[config.mk]
export PLATFORM = sky130hd
export DESIGN_NAME = lbp_pos
export DESIGN_NICKNAME = d
export VERILOG_FILES = /design/src/lbp_3x3_stream_top_defines.svh /design/src/lbp_pkg.sv /design/src/lbp_pos.sv
export SDC_FILE = /design/constraint.sdc
export NUM_CORES = 1
export LEC_CHECK = 0
export BUFFER_PORTS_ARGS = -buffer_cell sky130_fd_sc_hd__buf_2
export CAP_MARGIN = 20
export CORE_UTILIZATION = 41
export CTS_CLUSTER_SIZE = 30
export DETAILED_ROUTE_END_ITERATION = 12
export GPL_ROUTABILITY_DRIVEN = 0
export PLACE_DENSITY = 0.59
export SLEW_MARGIN = 25
export SYNTH_ARGS = -nofsm -noshare
export SYNTH_HDL_FRONTEND = slang
export SYNTH_SLANG_ARGS = --single-unit
[constraint.sdc]
create_clock -name clk -period 8.4 [get_ports clk]
set_clock_uncertainty 0.15 [all_clocks]
set_input_delay 0.84 -clock clk [delete_from_list [all_inputs] [get_ports clk]]
set_output_delay 0.84 -clock clk [all_outputs]
set_load 0.05 [all_outputs]
[src/lbp_3x3_stream_top_defines.svh]
// Assertion macros for the 3x3 LBP stream block.
`ifndef LBP_3X3_STREAM_TOP_DEFINES_SVH
`define LBP_3X3_STREAM_TOP_DEFINES_SVH

// Same-cycle implication, checked out of reset.
`define LBP_ASSERT_IMP(label, ante, cons) \
  label: assert property (@(posedge clk) disable iff (!rst_n) (ante) |-> (cons)) \
    else $error("lbp assertion failed");

// Next-cycle implication, checked out of reset.
`define LBP_ASSERT_NXT(label, ante, cons) \
  label: assert property (@(posedge clk) disable iff (!rst_n) (ante) |=> (cons)) \
    else $error("lbp assertion failed");

`endif

[src/lbp_pkg.sv]
// Shared types and constants for the 3x3 LBP stream block.
package lbp_pkg;

  localparam int PIX_W    = 8;
  localparam int CFG_W    = 12;
  localparam int FWIDTH_W = 11;
  localparam int FHEIGHT_W = 12;

  localparam logic [FWIDTH_W-1:0]  FWIDTH_RST  = 11'd640;
  localparam logic [FHEIGHT_W-1:0] FHEIGHT_RST = 12'd480;

  typedef enum logic [0:0] {
    REG_FRAME_WIDTH  = 1'b0,
    REG_FRAME_HEIGHT = 1'b1
  } lbp_reg_t;

  // Per-pixel result flags decided from the pixel position.
  typedef struct packed {
    logic emit;
    logic last;
  } lbp_flags_t;

endpackage

[src/lbp_pos.sv]
// Frame geometry registers and raster position counters.
module lbp_pos
  import lbp_pkg::*;
#(
  parameter int MAX_WIDTH = 1024
) (
  input  logic                         clk,
  input  logic                         rst_n,
  input  logic                         cfg_we,
  input  logic [0:0]                   cfg_addr,
  input  logic [CFG_W-1:0]             cfg_wdata,
  input  logic                         adv,
  output logic [$clog2(MAX_WIDTH)-1:0] col,
  output lbp_flags_t                   flags
);

  localparam int XW  = $clog2(MAX_WIDTH);
  localparam int MWB = $clog2(MAX_WIDTH + 1);
  localparam int EW  = (MWB > FWIDTH_W) ? MWB : FWIDTH_W;

  logic [FWIDTH_W-1:0]  width_r, width_nxt;
  logic [FHEIGHT_W-1:0] height_r, height_nxt;
  logic [XW-1:0]        col_r, col_nxt;
  logic [FHEIGHT_W-1:0] row_r, row_nxt;

  logic [EW-1:0]        w_raw, eff_w, x_ext, x_inc;
  logic [FHEIGHT_W-1:0] eff_h;
  logic [FHEIGHT_W:0]   y_inc;
  logic                 col_wrap, row_wrap;

  always_comb begin
    width_nxt  = width_r;
    height_nxt = height_r;
    if (cfg_we) begin
      unique case (lbp_reg_t'(cfg_addr))
        REG_FRAME_WIDTH:  width_nxt  = cfg_wdata[FWIDTH_W-1:0];
        REG_FRAME_HEIGHT: height_nxt = cfg_wdata[FHEIGHT_W-1:0];
      endcase
    end
  end

  // Zero size counts as one, width saturates at the line store depth.
  always_comb begin
    w_raw = EW'(width_r);
    if (w_raw == '0) begin
      eff_w = EW'(1);
    end else if (w_raw > EW'(MAX_WIDTH)) begin
      eff_w = EW'(MAX_WIDTH);
    end else begin
      eff_w = w_raw;
    end
    eff_h = (height_r == '0) ? FHEIGHT_W'(1) : height_r;
  end

  always_comb begin
    x_ext    = EW'(col_r);
    x_inc    = x_ext + EW'(1);
    y_inc    = {1'b0, row_r} + (FHEIGHT_W+1)'(1);
    col_wrap = (x_inc >= eff_w);
    row_wrap = (y_inc >= {1'b0, eff_h});

    flags.emit = (x_ext >= EW'(2)) && (row_r >= FHEIGHT_W'(2)) &&
                 (x_ext < eff_w) && (row_r < eff_h);
    flags.last = (x_inc == eff_w) && (y_inc == {1'b0, eff_h});

    col_nxt = col_r;
    row_nxt = row_r;
    if (adv) begin
      if (col_wrap) begin
        col_nxt = '0;
        row_nxt = row_wrap ? '0 : y_inc[FHEIGHT_W-1:0];
      end else begin
        col_nxt = x_inc[XW-1:0];
      end
    end
  end

  always_ff @(posedge clk) begin
    if (!rst_n) begin
      width_r  <= FWIDTH_RST;
      height_r <= FHEIGHT_RST;
      col_r    <= '0;
      row_r    <= '0;
    end else begin
      width_r  <= width_nxt;
      height_r <= height_nxt;
      col_r    <= col_nxt;
      row_r    <= row_nxt;
    end
  end

  assign col = col_r;

endmodule

After elaboration in Yosys (flattened, before gate mapping)
Index checks and enable logic that the tools add are counted.
{"block": "classes", "addsub": 2, "n_mux": 5, "n_shift": 0, "order_cmp": 7, "n_reduce_logical": 9, "mul": 0, "div": 0, "eq_ne": 2, "n_bitwise": 1}
{"operator": "$mux 12", "count": 2}
{"operator": "$mux 11", "count": 2}
{"operator": "$add 12x1->13 const B", "count": 1}
{"operator": "$eq 13x12->1", "count": 1}
{"operator": "$ge 13x12->1", "count": 1}
{"operator": "$ge 12x2->1 const B", "count": 1}
{"operator": "$logic_not 12->1", "count": 1}
{"operator": "$lt 12x12->1", "count": 1}
{"operator": "$add 10x1->11 const B", "count": 1}
{"operator": "$eq 11x11->1", "count": 1}
{"operator": "$ge 11x11->1", "count": 1}
{"operator": "$gt 11x11->1 const B", "count": 1}
{"operator": "$logic_not 11->1", "count": 1}
{"operator": "$lt 10x11->1", "count": 1}
{"operator": "$ge 10x2->1 const B", "count": 1}
{"operator": "$mux 10", "count": 1}
{"operator": "$reduce_and 2->1", "count": 3}
{"operator": "$logic_and 1x1->1", "count": 4}
{"operator": "$not 1->1", "count": 1}
{"block": "totals", "ff_bits": 45, "mem_bits_ro": 0, "out_inout_bits": 12, "elab_cells": 30, "latchBits": 0, "n_memories": 0, "ramBits": 0}

Logic depth before layout (Yosys ltp)
Gate-level depths: netlist of run 1.
{"block": "depth", "depth_word": 6, "depth_mapped": 15, "ltp_nobuf": 12}

Worst setup path before layout of run 1
No wires, ideal clock.
{"block": "synth_timing", "kind": "register to output", "start": "register col_r[2] (netlist: col[2])", "end": "output flags[0] in the netlist's numbering", "path_slack_ns": 3.738, "required_ns": 7.410, "n_path_buf": 0, "arrival_ns": 3.672, "path_stages_with_launch": 10, "path_cell_list": "dfxtp_1 > and3_1 > and3_1 > and3_1 > xor2_1 > ha_1 > nand4_1 > nor3_2 > inv_1 > nor4_1"}
{"item": "start: declaration", "line_no": "lbp_pos.sv:23", "source": "logic [XW-1:0] col_r, col_nxt;"}
{"item": "start signal: assignment", "line_no": "lbp_pos.sv:87", "source": "col_r <= col_nxt;"}
{"item": "end: declaration", "line_no": "lbp_pos.sv:14", "source": "output lbp_flags_t flags"}

==> metrics, run 1 <==
status=complete, no violations; Routed WL=approximately 8000 um; Clk pin slew, worst setup/hold paths=0.09 ns; DRC viols=0; Clock Sinks=45; synth top area cells=dfxtp_1 (27%), ha_1 (18%), nand2_1 (8.1%); area grow syn2layout=9.17%; largest net degree at the start of global routing=45; VDD IR-drop max=0.0777 mV; Starting Density=~43%; most frequent CP cell=ha_1; max incr delay on CP=0.50 ns; Yosys cell types=50; Async S/R FF share, synth=0%; Mean Syn Cell Area=around 8.1 um2; setup TNS=0 ns; global-route wire length before repair=~14000 um; post-synth top area share=between 20% and 30%; Worst Path Max Fanout=8; vias=roughly 2.9k; GRT overflow=0; leakage=around 1.7 nW; number of I/O port buffers=28; Tot GR Track Use=20.2%; core area=7810 um2; TritonCTS Buffers=5; vias in the first global route=2851; Post-CTS Setup Bufs=0; Final Hold Fails=0; post-DP HPWL=~6000 um; hold buffer count at cts=0; CTS resizes=0; n_diodes=0; Synth Warn #=0; vias per inst=5.41; critical path arrival=3.10 ns; Hold Crit Class=register to register; RSZ-0062 raised after global routing=false; CTS max path bufs=2; layout cells sized above 1=roughly a tenth; Mapped Area=3340 um2; max-slew violations=0; sequential standard cell area=~900 um2; number of flops mapped to enable cells by yosys=0; clk_lat worst skew=a little over 0.3 ns; Nets=500; final count of negative-setup-slack endpoints=0; Slew @ Worst Pin=roughly 0.74 ns; initial antenna violation count=0; 1st-pass router iterations=4; per-cell routed wire length=14.6 um; Detailed Route Iter0 Violations=about 120; root buffer cell=clkbuf_8; TritonCTS clock tree=built; main flop type after synthesis=dfxtp_1; critical path class=register to output port; Final Critical Period=roughly 4 ns; Power Dens Cells=126 nW/um2; sequential element share of the synthesized area=between 20% and 30%; area leader, netlist=dfxtp_1; flops & latches, synth=45; CP max-delay cell=dfxtp_1; height of the die=92.3 um; DIE WIDTH=about 92 um; H-tree level count=2; Slew HR=50.5%; io pins=29; Placement Rows=32; fin crit share=between 40% and 50%; Gate Count Post-Synth=~410; crit path cell chain=ha_1 -> and2_1 -> nand3_1 -> xor2_1 -> inv_1 -> ha_1 -> nand4_1 -> or3_1 -> nor4_1 -> buf_2; Achievable Freq=245 MHz; area of the die=~8500 um2; Required @ worst endpoint=around 7.4 ns; Power Total=~0.46 mW; max_cap viols=0; crit end category=output port; Syn Nets=480; Core Util, Final=around 47%; multi-input combinational cell area=2270 um2; Fill cells=between 800 and 900; crit start category=register; Final ANT Viol Nets=0
[final timing paths]
kind                             startpoint     endpoint  slack [ns]  depth (start not counted)
worst min register to register  height_r[0]  height_r[0]        0.34                          2
worst max register to register     row_r[1]     row_r[8]        4.89                         11
worst max-delay path               row_r[1]     flags[0]        4.31                         10
worst min-delay path            height_r[0]  height_r[0]        0.34                          2
[worst max-delay path, delay by kind of cell (launching register included)]
family | cells | cell delay (ns)
AND/OR/NAND/NOR | 5 | 1.10
adder cells (fa/ha/maj) | 2 | 0.61
flip-flops | 1 | 0.50
buffers and inverters | 2 | 0.38
XOR/XNOR | 1 | 0.19
[stage by stage]
step / cells / worst slack [ns] / cell area [um2] / hold slack, ns
5_1_grt: 537 / 4.12 / 3650 / 0.364
3_3_place_gp: 529 / 4.78 / 3550 / 0.321
2_1_floorplan: 414 / 3.74 / 3340 / 0.293
4_1_cts: 537 / 4.29 / 3650 / 0.336
3_5_place_dp: 529 / 4.64 / 3550 / 0.321
6_report: 537 / 4.31 / 3650 / 0.336
[area by class of cell]
cell class | instances | area share (%)
clock buffer | 6 | 2.26
sequential | 45 | 24.7
timing repair buffer | 29 | 4.05
tap | 102 | 3.50
clock inverter | 2 | 0.480
inverter | 28 | 2.88
multi-input combinational | 325 | 62.2
[kinds of logic after synthesis]
family	after synthesis	synth area share [%]
DFF	45	26.9
AOI/OAI and AO/OA	77	16.5
adders and majority gates	49	18.3
xor gates and xnor gates	19	4.98
buffers and inverters	44	5.20
and+or+nand+nor	180	28.0
[synthesized netlist by cell type (4+ instances only)]
master    instances
nand2_1          72
ha_1             49
dfxtp_1          45
inv_1            28
a21boi_0         20
nand3_1          18
nor2_1           14
a21boi_1         13
nand2b_1         13
nand4_1          12
xor2_1           12
clkbuf_1         11
nor4_1           11
a21oi_1           9
or4_1             9
xnor2_1           7
and3_1            6
o211ai_1          6
o21a_1            5
and2_1            4
and4_1            4
buf_2             4
nor2b_1           4
[report_power, final]
part           switching (mW)  leakage [nW]  internal [mW]
clock network          0.0807        0.0518         0.0684
logic                  0.0459          1.23         0.0331
registers             0.00982         0.367          0.221
total                   0.136          1.65          0.323
[state kept, by name (all words and copies together), names as in the netlist]
register,count
w_raw,11
row_r,12
height_r,12
col,10
[layout by cell type (no fill, tap or decap), types with 2 or more instances in the layout]
| cell type | count |
|---|---|
| nor3_2 | 2 |
| o31ai_1 | 2 |
| ha_1 | 49 |
| or4_1 | 9 |
| a21boi_1 | 13 |
| and4_1 | 4 |
| and2_1 | 4 |
| xnor2_1 | 7 |
| nor2b_1 | 4 |
| xor2_1 | 12 |
| nand3_1 | 18 |
| buf_2 | 28 |
| o2bb2ai_1 | 2 |
| a31oi_1 | 2 |
| nor4b_1 | 2 |
| nand4_1 | 12 |
| o21a_1 | 5 |
| o21ai_0 | 3 |
| a21boi_0 | 20 |
| o21ai_1 | 3 |
| a21oi_1 | 9 |
| nor4_1 | 11 |
| nand2b_1 | 13 |
| dfxtp_1 | 45 |
| a211oi_1 | 2 |
| clkbuf_8 | 6 |
| inv_1 | 28 |
| and3_1 | 6 |
| nand3b_1 | 2 |
| o211ai_1 | 6 |
| nand2_1 | 72 |
| nor2_1 | 14 |
[layer usage]
metal  GRT usage, %  part of all wire, %
met1           27.9                   51
met2           32.8                   45
met3           3.37                  3.2
met4           4.56                  1.1
met5              0                    0
Note: power is estimated with default switching activity, not from simulation.
==> run 2: changes to the inputs <==
--- a/config.mk
+++ b/config.mk
@@ -5,6 +5,7 @@
 export SDC_FILE = /design/constraint.sdc
 export NUM_CORES = 1
 export LEC_CHECK = 0
+export ABC_AREA = 1
 export BUFFER_PORTS_ARGS = -buffer_cell sky130_fd_sc_hd__buf_2
 export CAP_MARGIN = 20
 export CORE_UTILIZATION = 41
==> constraint.sdc (replaced) <==
create_clock -name clk -period 4 [get_ports clk]
set_clock_uncertainty 0.15 [all_clocks]
set_input_delay 0.4 -clock clk [delete_from_list [all_inputs] [get_ports clk]]
set_output_delay 0.4 -clock clk [all_outputs]
set_load 0.05 [all_outputs]
==> run 2 against run 1 <==
Worst hold slack lost 0.16 ns. Combinational power rose by 140%. Utilization is 0.29 points higher. Synthesized area down 2.6%. Critical path depth is 3 higher. Critical path type unchanged. Sequential cell count unchanged. Register-to-register slack lost 4.0 ns. Synthesized cell count increased by 12%. Setup slack worse by 3.7 ns. Non-clock buffer count fell by 1.
==> metrics, run 2 <==
fin crit share=83.9%; Clk pin slew, worst setup/hold paths=0.10 ns (was 0.09 ns); top-count cell post-synth=nand2_1 (unchanged); height of the die=91.1 um (was 92.3 um); Placement Rows=32 (unchanged); largest net degree at the start of global routing=35 (was 45); Achievable Freq=between 200 and 300 MHz; setup TNS=0 ns (unchanged); root buffer cell=clkbuf_8 (unchanged); number of I/O port buffers=28 (unchanged); Starting Density=42.4% (was 42.8%); global-route wire length before repair=13600 um (was 13900 um); critical path arrival=2.80 ns (was 3.10 ns); 1st-pass router iterations=4 (unchanged); VDD IR-drop max=0.175 mV (was 0.0777 mV); commonest non-fill, non-tap cell in the layout=nand2_1 (unchanged); crit start category=register (unchanged); vias=2978 (was 2905); Synth Warn #=0 (unchanged); TritonCTS Buffers=5 (unchanged); top layer in use=met4 (unchanged); Nets=556 (was 500); main flop type after synthesis=dfxtp_1 (unchanged); GRT overflow=0 (unchanged); final setup margin=0.645 ns (was 4.31 ns); flops & latches, synth=45 (unchanged); layout cells sized above 1=10.6% (was 9.89%); Post-CTS Setup Bufs=0 (unchanged); Gate Count Post-Synth=462 (was 414); Hold Crit Class=input port to register (was register to register); post-synth top area share=27.7% (was 26.9%); Place WS=0.901 ns (was 4.64 ns); TritonCTS clock tree=built (unchanged); io pins=29 (unchanged); Final Critical Period=roughly 3.4 ns; DIE WIDTH=91.1 um (was 92.3 um); n_diodes=0 (unchanged); RSZ-0062 raised after global routing=false (unchanged); crit end category=output port (unchanged); Required @ worst endpoint=3.45 ns (was 7.41 ns); max-slew violations=0 (unchanged); max_cap viols=0 (unchanged); vias per inst=5.02 (was 5.41); Slew HR=61.0% (was 50.5%); Final Hold Fails=0 (unchanged); Power Dens Cells=291 nW/um2 (was 126 nW/um2); sequential element share of the synthesized area=27.7% (was 26.9%); most frequent cells in the layout=nand2_1 (110), inv_1 (53), nor2_1 (53) (was nand2_1 (72), ha_1 (49), dfxtp_1 (45)); Mean Syn Cell Area=7.05 um2 (was 8.08 um2); met2 WL=3670 um (was 3520 um); Final ANT Viol Nets=0 (unchanged); CTS max path bufs=2 (unchanged); CTS resizes=0 (unchanged); area grow syn2layout=11.0% (was 9.17%); synth top area cells=dfxtp_1 (28%), ha_1 (19%), nand2_1 (13%) (was dfxtp_1 (27%), ha_1 (18%), nand2_1 (8.1%)); Clock Sinks=45 (unchanged); Detailed Route Iter0 Violations=102 (was 123); core area=7690 um2 (was 7810 um2); Tot GR Track Use=20.6% (was 20.2%); area of the die=8300 um2 (was 8520 um2); area leader, netlist=dfxtp_1 (unchanged); final count of negative-setup-slack endpoints=0 (unchanged); H-tree level count=2 (unchanged); post-DP HPWL=6400 um (was 6150 um); clk_lat worst skew=0.31 ns (about the same); Worst Path Max Fanout=7 (was 8); wl on met1=4010 um (was 3990 um); leakage=1.80 nW (was 1.65 nW); top post-synthesis cells by count=nand2_1 (110), inv_1 (53), nor2_1 (53) (was nand2_1 (72), ha_1 (49), dfxtp_1 (45)); number of flops mapped to enable cells by yosys=0 (unchanged); Slew @ Worst Pin=0.585 ns (was 0.742 ns); Yosys cell types=31 (was 50); initial antenna violation count=0 (unchanged); Routed WL=8110 um (was 7850 um); vias in the first global route=2776 (was 2851); critical path class=register to output port (unchanged); Mapped Area=3260 um2 (was 3340 um2); WL met3=286 um (was 251 um); Syn Nets=528 (was 480); status=complete, no violations (unchanged); Async S/R FF share, synth=0% (unchanged); per-cell routed wire length=13.7 um (was 14.6 um); hold buffer count at cts=0 (unchanged); DRC viols=0 (unchanged)
[run 2: through the flow]
step	instances	instance area (um2)	hold slack, ns	total power [mW]	utilization (%)
after detailed placement	585	3500	0.322	0.682	45.5
final	593	3620	0.180	1.05	47.0
after CTS	593	3620	0.176	1.06	47.0
after floorplan	462	3260	0.294	0.627	-
after global placement	585	3500	0.315	0.680	45.5
after global routing	593	3620	0.177	1.11	47.0
[run 2: worst paths after layout]
check | slack (ns) | to | start | cells after the start
worst max-delay path | 0.65 | flags[0] | col[1] | 13
worst max register to register | 0.89 | col[9] | col[1] | 16
worst min-delay path | 0.18 | w_raw[9] | cfg_wdata[9] | 3
worst min register to register | 0.33 | w_raw[8] | w_raw[8] | 2
[run 2: cell type report]
cell class | count | area, um2
timing repair buffer | 28 | 140
fill | 832 | 4070
clock buffer | 6 | 82.6
clock inverter | 2 | 37.5
sequential | 45 | 901
tap | 102 | 128
inverter | 57 | 214
multi-input combinational | 353 | 2110
[run 2: per-layer routing]
layer | up-vias | global-route usage, %
met3 | 11 | 3.10
li1 | 1579 | -
met5 | - | 0
met4 | 0 | 5.95
met2 | 53 | 33.8
met1 | 1335 | 28.1
[run 2: where the power goes]
part | switching [mW] | internal [mW] | total (mW)
Combinational | 0.125 | 0.0624 | 0.188
Clock | 0.176 | 0.204 | 0.380
Sequential | 0.0171 | 0.467 | 0.485
Total | 0.319 | 0.733 | 1.05
[run 2: cell families after synthesis]
family / Yosys count / share of synthesized area, %
AND/OR/NAND/NOR: 213 / 28.8
AO/OA/AOI/OAI: 74 / 12.4
buffers and inverters: 64 / 7.45
adder cells (fa/ha/maj): 49 / 18.8
flip-flops: 45 / 27.7
XOR/XNOR: 17 / 4.80
[run 2: critical path, stage by stage, from the launching register on]
cell and delay (ns):
dfxtp_1 0.48, ha_1 0.24, nand3_1 0.12, nor2_1 0.12
nand2_1 0.10, nor2_1 0.14, xor2_1 0.10, ha_1 0.32
nand2_1 0.06, nor2_1 0.17, nand2_1 0.07, nor2_1 0.11
and3_1 0.19, buf_2 0.27
