File: src/lbp_3x3_stream_top_defines.svh
// Assertion macros for the 3x3 LBP stream block.
`ifndef LBP_3X3_STREAM_TOP_DEFINES_SVH
`define LBP_3X3_STREAM_TOP_DEFINES_SVH

// Same-cycle implication, checked out of reset.
`define LBP_ASSERT_IMP(label, ante, cons) \
  label: assert property (@(posedge clk) disable iff (!rst_n) (ante) |-> (cons)) \
    else $error("lbp assertion failed");

// Next-cycle implication, checked out of reset.
`define LBP_ASSERT_NXT(label, ante, cons) \
  label: assert property (@(posedge clk) disable iff (!rst_n) (ante) |=> (cons)) \
    else $error("lbp assertion failed");

`endif

File: src/lbp_pkg.sv
// Shared types and constants for the 3x3 LBP stream block.
package lbp_pkg;

  localparam int PIX_W    = 8;
  localparam int CFG_W    = 12;
  localparam int FWIDTH_W = 11;
  localparam int FHEIGHT_W = 12;

  localparam logic [FWIDTH_W-1:0]  FWIDTH_RST  = 11'd640;
  localparam logic [FHEIGHT_W-1:0] FHEIGHT_RST = 12'd480;

  typedef enum logic [0:0] {
    REG_FRAME_WIDTH  = 1'b0,
    REG_FRAME_HEIGHT = 1'b1
  } lbp_reg_t;

  // Per-pixel result flags decided from the pixel position.
  typedef struct packed {
    logic emit;
    logic last;
  } lbp_flags_t;

endpackage

File: src/lbp_win.sv
// 3x3 window columns, LBP code compare and output register.
module lbp_win
  import lbp_pkg::*;
(
  input  logic             clk,
  input  logic             rst_n,
  input  logic             fire,
  input  lbp_flags_t       flags,
  input  logic [PIX_W-1:0] top,
  input  logic [PIX_W-1:0] mid,
  input  logic [PIX_W-1:0] bot,
  input  logic             out_ready,
  output logic             out_valid,
  output logic [PIX_W-1:0] out_code,
  output logic             out_last
);

  // Index 0..2: top/mid/bottom of column x-2; 3..5: column x-1.
  logic [PIX_W-1:0] win_r [6];
  logic [PIX_W-1:0] win_nxt [6];
  logic [PIX_W-1:0] code, ctr;
  logic             valid_r, valid_nxt;
  logic [PIX_W-1:0] code_r;
  logic             last_r;

  always_comb begin
    ctr     = win_r[4];
    code[7] = (win_r[0] >= ctr);
    code[6] = (win_r[3] >= ctr);
    code[5] = (top      >= ctr);
    code[4] = (mid      >= ctr);
    code[3] = (bot      >= ctr);
    code[2] = (win_r[5] >= ctr);
    code[1] = (win_r[2] >= ctr);
    code[0] = (win_r[1] >= ctr);
  end

  always_comb begin
    win_nxt = win_r;
    if (fire) begin
      win_nxt[0] = win_r[3];
      win_nxt[1] = win_r[4];
      win_nxt[2] = win_r[5];
      win_nxt[3] = top;
      win_nxt[4] = mid;
      win_nxt[5] = bot;
    end
    if (fire && flags.emit) begin
      valid_nxt = 1'b1;
    end else if (out_ready) begin
      valid_nxt = 1'b0;
    end else begin
      valid_nxt = valid_r;
    end
  end

  always_ff @(posedge clk) begin
    if (!rst_n) begin
      valid_r <= 1'b0;
      for (int i = 0; i < 6; i++) begin
        win_r[i] <= '0;
      end
    end else begin
      valid_r <= valid_nxt;
      win_r   <= win_nxt;
    end
  end

  always_ff @(posedge clk) begin
    if (fire && flags.emit) begin
      code_r <= code;
      last_r <= flags.last;
    end
  end

  assign out_valid = valid_r;
  assign out_code  = code_r;
  assign out_last  = last_r;

endmodule

File: config.mk
export PLATFORM = sky130hd
export DESIGN_NAME = lbp_win
export DESIGN_NICKNAME = d
export VERILOG_FILES = /design/src/lbp_3x3_stream_top_defines.svh /design/src/lbp_pkg.sv /design/src/lbp_win.sv
export SDC_FILE = /design/constraint.sdc
export NUM_CORES = 1
export LEC_CHECK = 0
export BUFFER_PORTS_ARGS = -buffer_cell sky130_fd_sc_hd__buf_2
export CORE_MARGIN = 1
export CORE_UTILIZATION = 55
export CTS_BUF_LIST = sky130_fd_sc_hd__clkbuf_8
export CTS_CLUSTER_SIZE = 16
export DETAILED_ROUTE_END_ITERATION = 8
export GPL_ROUTABILITY_DRIVEN = 1
export GPL_TIMING_DRIVEN = 0
export HOLD_SLACK_MARGIN = 0.08
export PLACE_DENSITY_LB_ADDON = 0.25
export SLEW_MARGIN = 20
export SYNTH_ARGS = -nofsm -noshare
export SYNTH_HDL_FRONTEND = slang
export SYNTH_SLANG_ARGS = --single-unit
File: constraint.sdc
create_clock -name clk -period 1.9 [get_ports clk]
set_input_delay 0.285 -clock clk [delete_from_list [all_inputs] [get_ports clk]]
set_output_delay 0.285 -clock clk [all_outputs]
set_load 0.02 [all_outputs]
## Word level (Yosys, flattened, before mapping)

Index checks and enable logic that the tools add are counted.

- Bits in registers: 58
- Output and inout port bits: 10
- Input bits: 30
- Logic and storage cells: 21

- Reduce and logical (&&, ||, !) cells: 2
- Muxes and demuxes: 2
- Order comparisons: 8

Operator list:

| cell | number |
|---|---|
| greater-or-equal comparator 8 bit | 8 |
| two-way mux 1 bit | 2 |
| nonzero test 2 bit | 1 |
| logical AND 1 bit | 1 |

## Longest topological paths before layout

Gate-level depths: netlist (run 1).

- Depth in word-level cells: 2
- Gate-level depth with buffers: 5
- Depth with buffers taken out: 5

## Worst setup path before layout (run 1)

No wires, ideal clock.

- Path kind: register -> register
- From: register win_r (netlist bit ctr[6])
- To: register code_r[4] (netlist: out_code[4]), data pin
- Data required time: 1.631 ns
- Period minus slack after synthesis: 1.516 ns
- Path buffers: 0
- Arrival time: 1.247 ns
- Slack: 0.384 ns
- Stages on the path, launching flop included: 6
- Cell sequence: dfxtp_1 -> inv_1 -> ha_1 -> a21o_1 -> a221oi_1 -> o21ai_0

- Cells in the longest elaborated chain, start to end: 1

Ends and longest elaborated chain:

| what | RTL line | text |
|---|---|---|
| start: declaration | lbp_win.sv:19 | `logic [PIX_W-1:0] win_r [6];` |
| start signal: assignment | lbp_win.sv:65 | `win_r <= win_nxt;` |
| greater-or-equal comparator 8 bit | lbp_win.sv:31 | `code[4] = (mid >= ctr);` |
| via code[4] | lbp_win.sv:21 | `logic [PIX_W-1:0] code, ctr;` |
| end signal: assignment | lbp_win.sv:71 | `code_r <= code;` |
| end: declaration | lbp_win.sv:23 | `logic [PIX_W-1:0] code_r;` |

The timed path passes the listed nets, and every way through them passes these cells.
A chain may end at the register's enable or synchronous reset.

## Worst setup path in the final report (run 1)

- From: register win_r (netlist bit ctr[4])
- To: register code_r[7] (netlist: out_code[7]), data pin

- Cells in the longest elaborated chain, start to end: 1

Ends and longest elaborated chain:

| what | RTL line | text |
|---|---|---|
| greater-or-equal comparator 8 bit | lbp_win.sv:28 | `code[7] = (win_r[0] >= ctr);` |
| via code[7] | lbp_win.sv:21 |  |

The timed path passes the listed nets, and every way through them passes these cells.

==> results of run 1 <==
==> worst register-to-register path, stage by stage (launching register included) <==
cell and delay, ns:
dfxtp_2 0.36, clkinvlp_4 0.24, ha_1 0.37, a21o_1 0.18, a221oi_1 0.24, o21ai_0 0.16
==> cells by family (layout without fill, tap and decap cells) <==
group / after synthesis / in the layout / share of synthesized area [%]
compound gates: 49 / 49 / 10.04
fa+ha+maj: 64 / 64 / 23.11
buf+inv: 26 / 79 / 3.719
flops: 58 / 58 / 36.11
mux: 48 / 48 / 13.87
simple gates: 74 / 74 / 13.15
==> metrics by stage <==
stage | std cells | worst slack (ns) | setup TNS [ns] | hold slack [ns]
5_1_grt | 447 | -0.01010 | -0.01010 | 0.1083
2_1_floorplan | 319 | 0.3839 | 0 | 0.3839
4_1_cts | 447 | 0.08104 | 0 | 0.1055
6_report | 447 | 0.07146 | 0 | 0.1138
3_5_place_dp | 431 | 0.08726 | 0 | 0.4681
3_3_place_gp | 431 | 0.1440 | 0 | 0.4663
==> cell type report <==
class / instances / area [µm²] / share of cell area (%)
Clock inverter: 7 / 61.31 / 1.554
Tap cell: 75 / 93.84 / 2.378
Inverter: 15 / 60.06 / 1.522
Timing Repair Buffer: 37 / 185.2 / 4.692
Multi-Input combinational cell: 235 / 2097 / 53.14
Sequential cell: 58 / 1252 / 31.74
Buffer: 11 / 72.57 / 1.839
Clock buffer: 9 / 123.9 / 3.139
==> report_power, final <==
group	total [mW]	switching, mW	internal, mW
Combinational	0.537	0.280	0.257
Sequential	1.37	0.0447	1.32
Clock	1.09	0.498	0.590
Total	2.99	0.823	2.17
==> path summary, 6_finish.rpt <==
check                 to  depth (start not counted)  slack [ns]      start
max          out_code[7]                          5        0.07     ctr[4]
min             out_last                          1        0.11   flags[0]
max reg2reg  out_code[7]                          5        0.07     ctr[4]
min reg2reg    win_r[40]                          2        0.52  win_r[40]
==> synthesized netlist by cell type <==
cell type,number
a221oi_1,8
nand2b_1,8
and2_4,1
inv_1,15
o21a_1,1
and3_1,8
dfxtp_1,49
buf_2,1
buf_4,2
a21o_1,24
nand3_1,8
ha_1,64
a31oi_1,8
buf_6,3
nor2b_1,49
o21ai_0,8
edfxtp_1,9
clkbuf_1,5
mux2i_1,48
==> state kept, by name, summed over array words and instances, names as in the netlist <==
name	count
out_last	1
win_r	40
out_code	8
out_valid	1
ctr	8
==> layout by cell type (no fill, tap or decap), drive strengths merged <==
master / Yosys / routed
a21o: 24 / 24
a221oi: 8 / 8
a31oi: 8 / 8
and2: 1 / 1
and3: 8 / 8
buf: 6 / 43
bufinv: 0 / 1
clkbuf: 5 / 14
clkinv: 0 / 4
clkinvlp: 0 / 2
dfxtp: 49 / 49
edfxtp: 9 / 9
ha: 64 / 64
inv: 15 / 15
mux2i: 48 / 48
nand2b: 8 / 8
nand3: 8 / 8
nor2b: 49 / 49
o21a: 1 / 1
o21ai: 8 / 8
==> metal layers <==
metal	routed length (µm)	GRT usage (%)
met5	0	0
met4	118	10.18
met3	215	5.843
met2	3196	38.17
met1	3358	29.65
==> flow_summary_export.csv, run 1 <==
group,metric,value,unit
drt,drcViolationCount,0,
global_route,grt_max_degree,11,
global_route,grt_pass1_vias,2429,
clock_tree,clockRootBuffer,"clkbuf_8",
timing,finalSetupViolCount,0,
floorplan,die_y,81.37,µm
cells_and_area,final_cell_area,3946,µm²
timing,skew,0.006473,ns
job,maxCapViolCount,0,
synthesis,synth_warnings,0,
drt,route.antenna.remaining_nets,0,
setup_path,critPathRequiredTime,1.97,ns
clock_tree,postCtsSetupRepairBufs,0,
clock_tree,clk_path_buf_depth,2,
drt,routedWlPerCell,15.41,µm
global_route,track_usage,23.62,%
synthesis,ys_ff_latch,58,
cells_and_area,area_delta_synth_final,13.90,%
setup_path,crit_buf_inv,1,
placed_design,gp_congestion,0.8275,
setup_path,worstPathMaxFanout,8,
synthesis,syn_nets,413,
setup_path,arrival,1.90,ns
power_and_ir_drop,vdd.ir_drop.worst,0.0004651,V
power_and_ir_drop,power_density,757.9,nW/µm²
cells_and_area,antenna_cells,0,
cells_and_area,layout-drive-gt1-share,16.94,%
synthesis,synthTopCellsByArea,"dfxtp_1 28%, ha_1 23%, mux2i_1 14%, nor2b_1 8.8%, edfxtp_1 7.8%",
power_and_ir_drop,p_total,2.991,mW
placed_design,placed_cell_area,3744,µm²
synthesis,syn_area,3465,µm²
setup_path,worstPathCellList,"clkinvlp_4, ha_1, a21o_1, a221oi_1, o21ai_0",
clock_tree,tritoncts.num_buffers,9,
timing,max_freq,0.5469,GHz
floorplan,initial_utilization,57.83,%
cells_and_area,nets,461,
placed_design,dp.final_hpwl,5217,µm
synthesis,syn_inst,319,
synthesis,ys_seq_area_share,36.11,%
placed_design,portBuffers,37,
timing,report.final.slew_viol_count,0,
global_route,antenna_found_initial,0,
floorplan,dieWidth,81.37,µm
setup_path,critPathTopFamily,"compound AO/OA/AOI/OAI gates",
synthesis,synth_top_cell_by_area,"dfxtp_1",
floorplan,rows,28,
drt,drt-pass1-iter-count,5,
worst_hold_path,hold_path_class,"input port to register",
floorplan,core,5991,µm²
clock_tree,clock-sinks,58,
timing,hold_viol,0,
timing,timing.slew.headroom,70.29,%
clock_tree,cts_tree,"yes",
synthesis,syn_avg_cell_area,10.86,µm²
setup_path,critPathKind,"register to register",
clock_tree,cts_max_level,3,
timing,worstMarginPinSlew,0.4456,ns
clock_tree,path_clk_slew,0.06,ns
drt,drt_iter0_markers,63,
setup_path,cp_slowest_cell,"ha_1",
global_route,grt_overflow,0,
drt,viasPerCell,5.521,
timing,final.period_utilization,96.24,%
floorplan,die_area,6620,µm²
setup_path,startpoint_type,"register",
outcome,status,"finished clean",
drt,vias,2468,
setup_path,critical-path-max-stage-delay,0.37,ns
drt,wl,6888,µm
synthesis,ys_types,19,
global_route,grt_pass1_wl,11340,µm
synthesis,synth_top_area_share,28.31,%
clock_tree,cts_resized,0,
setup_path,cp-end-kind,"register",
cells_and_area,num-fill-cells,495,
timing,rsz0062_at_grt,"true",
cells_and_area,final_util,65.87,%
clock_tree,cts_hold_buf,0,
timing,layout_min_cycle_time,1.829,ns
power_and_ir_drop,leakage,1.934,nW
floorplan,io_pins,40,
clock_tree,clkLatencyLatePin,0.35,ns
Power figures use the tool's default switching activity.
==> run 2, diff against run 1 <==
--- a/config.mk
+++ b/config.mk
@@ -5,6 +5,7 @@
 export SDC_FILE = /design/constraint.sdc
 export NUM_CORES = 1
 export LEC_CHECK = 0
+export ABC_AREA = 1
 export BUFFER_PORTS_ARGS = -buffer_cell sky130_fd_sc_hd__buf_2
 export CORE_MARGIN = 1
 export CORE_UTILIZATION = 55
==> run 2 against run 1 <==
Area after synthesis grew 1.9%; non-clock buffer count increased by 4; clock-buffer cell count up 1; synthesized cell count is 38% higher; routed wire length rose by 12%; core utilization decreased by 0.33 points; combinational power is 29% higher; final cell count up 27%; hold slack improved by 0.0019 ns.
==> flow_summary_export.csv, run 2 <==
group,metric,value,unit
floorplan,die_area,6742,µm²
clock_tree,cts_max_level,3,
timing,final.period_utilization,87.60,%
cells_and_area,nets,583,
timing,rsz0062_at_grt,"false",
clock_tree,clk_path_buf_depth,2,
timing,tns,0,ns
drt,drt_iter0_markers,179,
setup_path,rr_startpoint,"ctr[5]",
synthesis,synthTopCellsByArea,"dfxtp_1 28%, ha_1 23%, nand2_1 8.5%, nor2_1 7.8%, edfxtp_1 7.7%",
drt,drt-pass1-iter-count,4,
worst_hold_path,hp-start,"flags[0]",
timing,timing.slew.headroom,68.52,%
cells_and_area,area_delta_synth_final,12.55,%
placed_design,gp_congestion,0.7870,
clock_tree,path_clk_slew,0.07,ns
synthesis,synth_top_area_share,27.79,%
global_route,grt_pass1_vias,2720,
outcome,status,"finished clean",
placed_design,dp.final_hpwl,5614,µm
timing,skew,0.009539,ns
drt,viasPerCell,5.246,
worst_hold_path,hold_depth,1,
drt,routedWlPerCell,13.57,µm
clock_tree,clock-sinks,58,
power_and_ir_drop,leakage,2.044,nW
cells_and_area,layout_common_cells,"80 x nand2_1, 73 x nor2_1, 64 x ha_1",
global_route,antenna_found_initial,0,
clock_tree,cts_hold_buf,0,
setup_path,reg2reg_setup_slack,0.24,ns
drt,route.antenna.remaining_nets,0,
setup_path,cp-end-kind,"register",
global_route,track_usage,26.11,%
job,maxCapViolCount,0,
floorplan,core,6061,µm²
synthesis,synth_ff_type,"dfxtp_1",
synthesis,ys_ff_latch,58,
cells_and_area,largest_register_ffs,40,
cells_and_area,largest_register,"win_r",
worst_hold_path,hold_end,"out_last",
synthesis,synth_top_cell_by_area,"dfxtp_1",
floorplan,die_y,82.11,µm
synthesis,async_flop_share,0,%
setup_path,critPathKind,"register to register",
cells_and_area,layout-drive-gt1-share,14.98,%
clock_tree,clkLatencyLatePin,0.34,ns
placed_design,place_ws,0.2219,ns
setup_path,timing.rr.end,"out_code[7]",
clock_tree,clockRootBuffer,"clkbuf_8",
timing,report.final.slew_viol_count,0,
global_route,grt_max_degree,11,
drt,drcViolationCount,0,
synthesis,yosysMostFrequentCell,"nand2_1",
clock_tree,cts_tree,"yes",
power_and_ir_drop,power_density,769.3,nW/µm²
power_and_ir_drop,vdd.ir_drop.worst,0.0005270,V
cells_and_area,regArea,1251,µm²
global_route,grt_pass1_wl,12940,µm
synthesis,synth_common_cells,"80 x nand2_1, 73 x nor2_1, 64 x ha_1",
synthesis,syn_avg_cell_area,8.004,µm²
setup_path,startpoint_type,"register",
timing,max_freq,0.6008,GHz
synthesis,synth_warnings,0,
floorplan,dieWidth,82.11,µm
cells_and_area,multi_input_area,1939,µm²
worst_hold_path,hold_path_class,"input port to register",
drt,vias,2985,
cells_and_area,final_common_cell,"nand2_1",
global_route,grt_overflow,0,
floorplan,io_pins,40,
cells_and_area,antenna_cells,0,
placed_design,portBuffers,37,
clock_tree,postCtsSetupRepairBufs,0,
setup_path,arrival,1.74,ns
synthesis,synth_edf_count,9,
timing,layout_min_cycle_time,1.664,ns
cells_and_area,num-fill-cells,518,
timing,finalSetupViolCount,0,
synthesis,syn_inst,441,
setup_path,worstRegToRegCells,6,
synthesis,syn_nets,535,
synthesis,ys_types,20,
timing,fin_ws,0.2356,ns
drt,wl,7722,µm
synthesis,ys_seq_area_share,35.45,%
timing,worstMarginPinSlew,0.4717,ns
floorplan,initial_utilization,58.24,%
clock_tree,tritoncts.num_buffers,9,
timing,hold_viol,0,
floorplan,rows,28,
setup_path,worstPathMaxFanout,10,
synthesis,syn_area,3530,µm²
clock_tree,cts_resized,0,
setup_path,critPathRequiredTime,1.97,ns
run 2: changes by cell type after synthesis, moves of 23 or more:
cell	previous run	this run
nor2b_1	49	0
a21o_1	24	1
inv_1	15	48
nor2_1	0	73
mux2i_1	48	0
a21oi_1	0	32
o21ai_0	8	33
nand2_1	0	80
run 2: worst max-delay path by stage:
stage | from | endpoint | depth (start not counted)
3_5_place_dp | ctr[5] | out_code[7] | 6
6_report | ctr[5] | out_code[7] | 6
2_1_floorplan | ctr[5] | out_code[7] | 6
3_3_place_gp | ctr[5] | out_code[7] | 6
5_1_grt | ctr[5] | out_code[7] | 6
4_1_cts | ctr[5] | out_code[7] | 6
run 2: worst max-delay path, cell delays in order, from the launching register on:
cell     delay, ns
dfxtp_1       0.30
inv_1         0.33
ha_1          0.34
a21oi_1       0.17
nor2_1        0.05
nor2_1        0.10
nand3_1       0.11
run 2: cell families after synthesis:
family	synth area share, %
AND/OR/NAND/NOR	17.58
adder cells (fa/ha/maj)	22.69
buffers and inverters	9.606
AO/OA/AOI/OAI	14.68
flip-flops	35.45
run 2: layout make-up:
type | count | area share (%)
multi-input cells | 319 | 48.82
plain buffers | 15 | 3.717
clock inverters | 6 | 0.6614
well taps | 75 | 2.362
inverters | 49 | 4.819
repair buffers | 37 | 4.661
flip-flops and latches | 58 | 31.50
clock buffers | 10 | 3.465
run 2: power by group:
| part | total [mW] | internal, mW | switching, mW | leakage, nW |
|---|---|---|---|---|
| registers | 1.39 | 1.34 | 0.0468 | 0.491 |
| logic | 0.694 | 0.283 | 0.411 | 1.45 |
| clock network | 0.973 | 0.487 | 0.486 | 0.0996 |
run 2: metal layers:
layer / share of wire (%) / wire (µm) / global-route usage [%] / vias up
met4: 1.4 / 106 / 9.298 / 0
met3: 3.7 / 287 / 4.615 / 10
met5: 0 / 0 / 0 / -
met2: 47 / 3610 / 43.80 / 61
met1: 48 / 3718 / 33.47 / 1357
li1: - / - / - / 1557
run 2: stage by stage:
step	hold WS (ns)	cells	cell area (µm²)	total power [mW]	utilization, %
after floorplan	0.3839	441	3530	1.910	-
after global placement	0.4524	553	3809	2.072	62.84
after detailed placement	0.4673	553	3809	2.104	62.84
after CTS	0.1178	569	3973	3.065	65.55
after global routing	0.1126	569	3973	3.257	65.55
final	0.1157	569	3973	3.056	65.55
==> run 3, diff against run 2 <==
--- a/config.mk
+++ b/config.mk
@@ -7,8 +7,10 @@
 export LEC_CHECK = 0
 export ABC_AREA = 1
 export BUFFER_PORTS_ARGS = -buffer_cell sky130_fd_sc_hd__buf_2
+export CELL_PAD_IN_SITES_DETAIL_PLACEMENT = 0
+export CELL_PAD_IN_SITES_GLOBAL_PLACEMENT = 2
 export CORE_MARGIN = 1
-export CORE_UTILIZATION = 55
+export CORE_UTILIZATION = 36
 export CTS_BUF_LIST = sky130_fd_sc_hd__clkbuf_8
 export CTS_CLUSTER_SIZE = 16
 export DETAILED_ROUTE_END_ITERATION = 8
==> run 3 against run 2 <==
Power grew 3.0%; combinational power barely moved; first-iteration DRC count is 64% lower; via count fell by 2.6%; clock-buffer cell count rose by 2; core utilization decreased by 22 points; die area increased by 51%; critical path depth up 1; design area up 2.2%.
==> flow_summary_export.csv, run 3 (same netlist as run 2, synthesis figures left out) <==
group,metric,value,unit
floorplan,initial_utilization,37.66,%
cells_and_area,final_cell_area,4061,µm²
power_and_ir_drop,swShare,30.36,%
power_and_ir_drop,vdd.ir_drop.worst,0.0002526,V
power_and_ir_drop,power_density,774.8,nW/µm²
setup_path,critPathRequiredTime,1.99,ns
clock_tree,postCtsSetupRepairBufs,0,
setup_path,arrival,1.76,ns
clock_tree,cts_resized,0,
drt,route.antenna.remaining_nets,0,
placed_design,dp.final_hpwl,6180,µm
setup_path,critPathKind,"register to register",
cells_and_area,largest_register_ffs,40,
power_and_ir_drop,p_comb_share,22.1,%
global_route,grt_use_met3,2.913,%
floorplan,rows,35,
drt,wl,8649,µm
setup_path,cp-end-kind,"register",
placed_design,gp_congestion,0.7703,
global_route,grt_pass1_vias,2884,
cells_and_area,area_delta_synth_final,15.07,%
timing,layout_min_cycle_time,1.672,ns
timing,finalSetupViolCount,0,
cells_and_area,largest_register,"win_r",
outcome,status,"finished clean",
clock_tree,clockRootBuffer,"clkbuf_8",
power_and_ir_drop,p_clk_share,33.7,%
timing,report.final.slew_viol_count,0,
clock_tree,tritoncts.num_buffers,9,
timing,tns,0,ns
cells_and_area,nets,583,
timing,rsz0062_at_grt,"false",
cells_and_area,layout-drive-gt1-share,15.18,%
clock_tree,clkLatencyLatePin,0.33,ns
timing,final.period_utilization,88.01,%
floorplan,die_area,10200,µm²
power_and_ir_drop,power.share.sequential,44.2,%
timing,hold_viol,0,
power_and_ir_drop,leakage,2.045,nW
global_route,grt_pass1_wl,14480,µm
job,maxCapViolCount,0,
worst_hold_path,hold_path_class,"input port to register",
power_and_ir_drop,p_switching,955.2,µW
timing,skew,0.009196,ns
drt,routedWlPerCell,13.88,µm
drt,drcViolationCount,0,
clock_tree,cts_hold_buf,0,
cells_and_area,final_common_cell,"nand2_1",
cells_and_area,antenna_cells,0,
clock_tree,cts_max_level,3,
timing,worstMarginPinSlew,0.5304,ns
drt,drt-pass1-iter-count,4,
floorplan,io_pins,40,
floorplan,die_y,101.0,µm
clock_tree,clock-sinks,58,
clock_tree,cts_tree,"yes",
drt,vias,2907,
global_route,top_usage_layer,"met2",
timing,max_freq,0.5980,GHz
global_route,grt_max_degree,11,
global_route,grt_overflow,0,
drt,viasPerCell,4.666,
placed_design,placed_cell_area,3876,µm²
setup_path,worstPathMaxFanout,10,
setup_path,startpoint_type,"register",
global_route,use_met1,25.12,%
cells_and_area,layout_common_cells,"80 x nand2_1, 73 x nor2_1, 64 x ha_1",
cells_and_area,num-fill-cells,985,
global_route,antenna_found_initial,0,
placed_design,portBuffers,37,
drt,drt_iter0_markers,65,
floorplan,core,9371,µm²
clock_tree,clk_path_buf_depth,2,
power_and_ir_drop,p_int,2.191,mW
floorplan,dieWidth,101.0,µm
timing,timing.slew.headroom,64.59,%
global_route,grt_util_met2,32.03,%
clock_tree,path_clk_slew,0.07,ns
global_route,track_usage,19.17,%
-- run 3: changes by cell type in the layout (fill, tap and decap cells not counted) --
| cell | before | now |
|---|---|---|
| clkbuf_8 | 10 | 12 |
| clkinv_2 | 3 | 1 |
| clkinvlp_4 | 0 | 1 |
| inv_1 | 51 | 50 |
-- run 3: path summary, 6_finish.rpt --
| check | depth (start not counted) | endpoint | start | slack [ns] |
|---|---|---|---|---|
| setup reg to reg | 7 | out_code[5] | ctr[0] | 0.23 |
| hold reg to reg | 2 | win_r[32] | win_r[32] | 0.47 |
| hold / removal | 1 | out_last | flags[0] | 0.12 |
| setup / recovery | 7 | out_code[5] | ctr[0] | 0.23 |
-- run 3: power by group through the flow --
stage / clock network [mW] / registers [mW] / logic (mW)
detailed placement: 0 / 1.42 / 0.706
finish: 1.06 / 1.39 / 0.697
CTS: 1.10 / 1.39 / 0.711
floorplan: 0 / 1.43 / 0.485
global placement: 0 / 1.41 / 0.690
global route: 1.15 / 1.40 / 0.829
-- run 3: stage by stage --
step           std cells  hold WS, ns  worst slack [ns]  power, mW  util (%)
2_1_floorplan        441       0.3839            0.5625      1.910         -
3_3_place_gp         607       0.4622            0.2140      2.105     41.36
3_5_place_dp         607       0.4664            0.2055      2.123     41.36
4_1_cts              623       0.1044            0.1836      3.198     43.34
5_1_grt              623       0.1012           0.04168      3.383     43.34
6_report             623       0.1226            0.2278      3.147     43.34
-- run 3: routing by layer --
| metal | part of all wire, % | vias to the layer above |
|---|---|---|
| met5 | 0 | - |
| met4 | 1.3 | 0 |
| met3 | 2.9 | 11 |
| met2 | 45 | 40 |
| met1 | 51 | 1313 |
| li1 | - | 1543 |
-- run 3: worst max-delay path, cell delays in order (launching register included) --
cell     delay, ns
dfxtp_1       0.65
ha_1          0.33
nand2_1       0.06
nand3_1       0.08
nand2_1       0.06
nand2_1       0.11
nand2_1       0.08
nand2_1       0.05
-- run 3: final cells by class --
class | instances | area, µm² | share of cell area (%)
clock inverters | 4 | 20.02 | 0.4929
multi-input cells | 319 | 1939 | 47.75
plain buffers | 15 | 147.6 | 3.635
well taps | 129 | 161.4 | 3.974
clock buffers | 12 | 165.2 | 4.067
repair buffers | 37 | 185.2 | 4.559
inverters | 49 | 191.4 | 4.713
flip-flops and latches | 58 | 1251 | 30.81
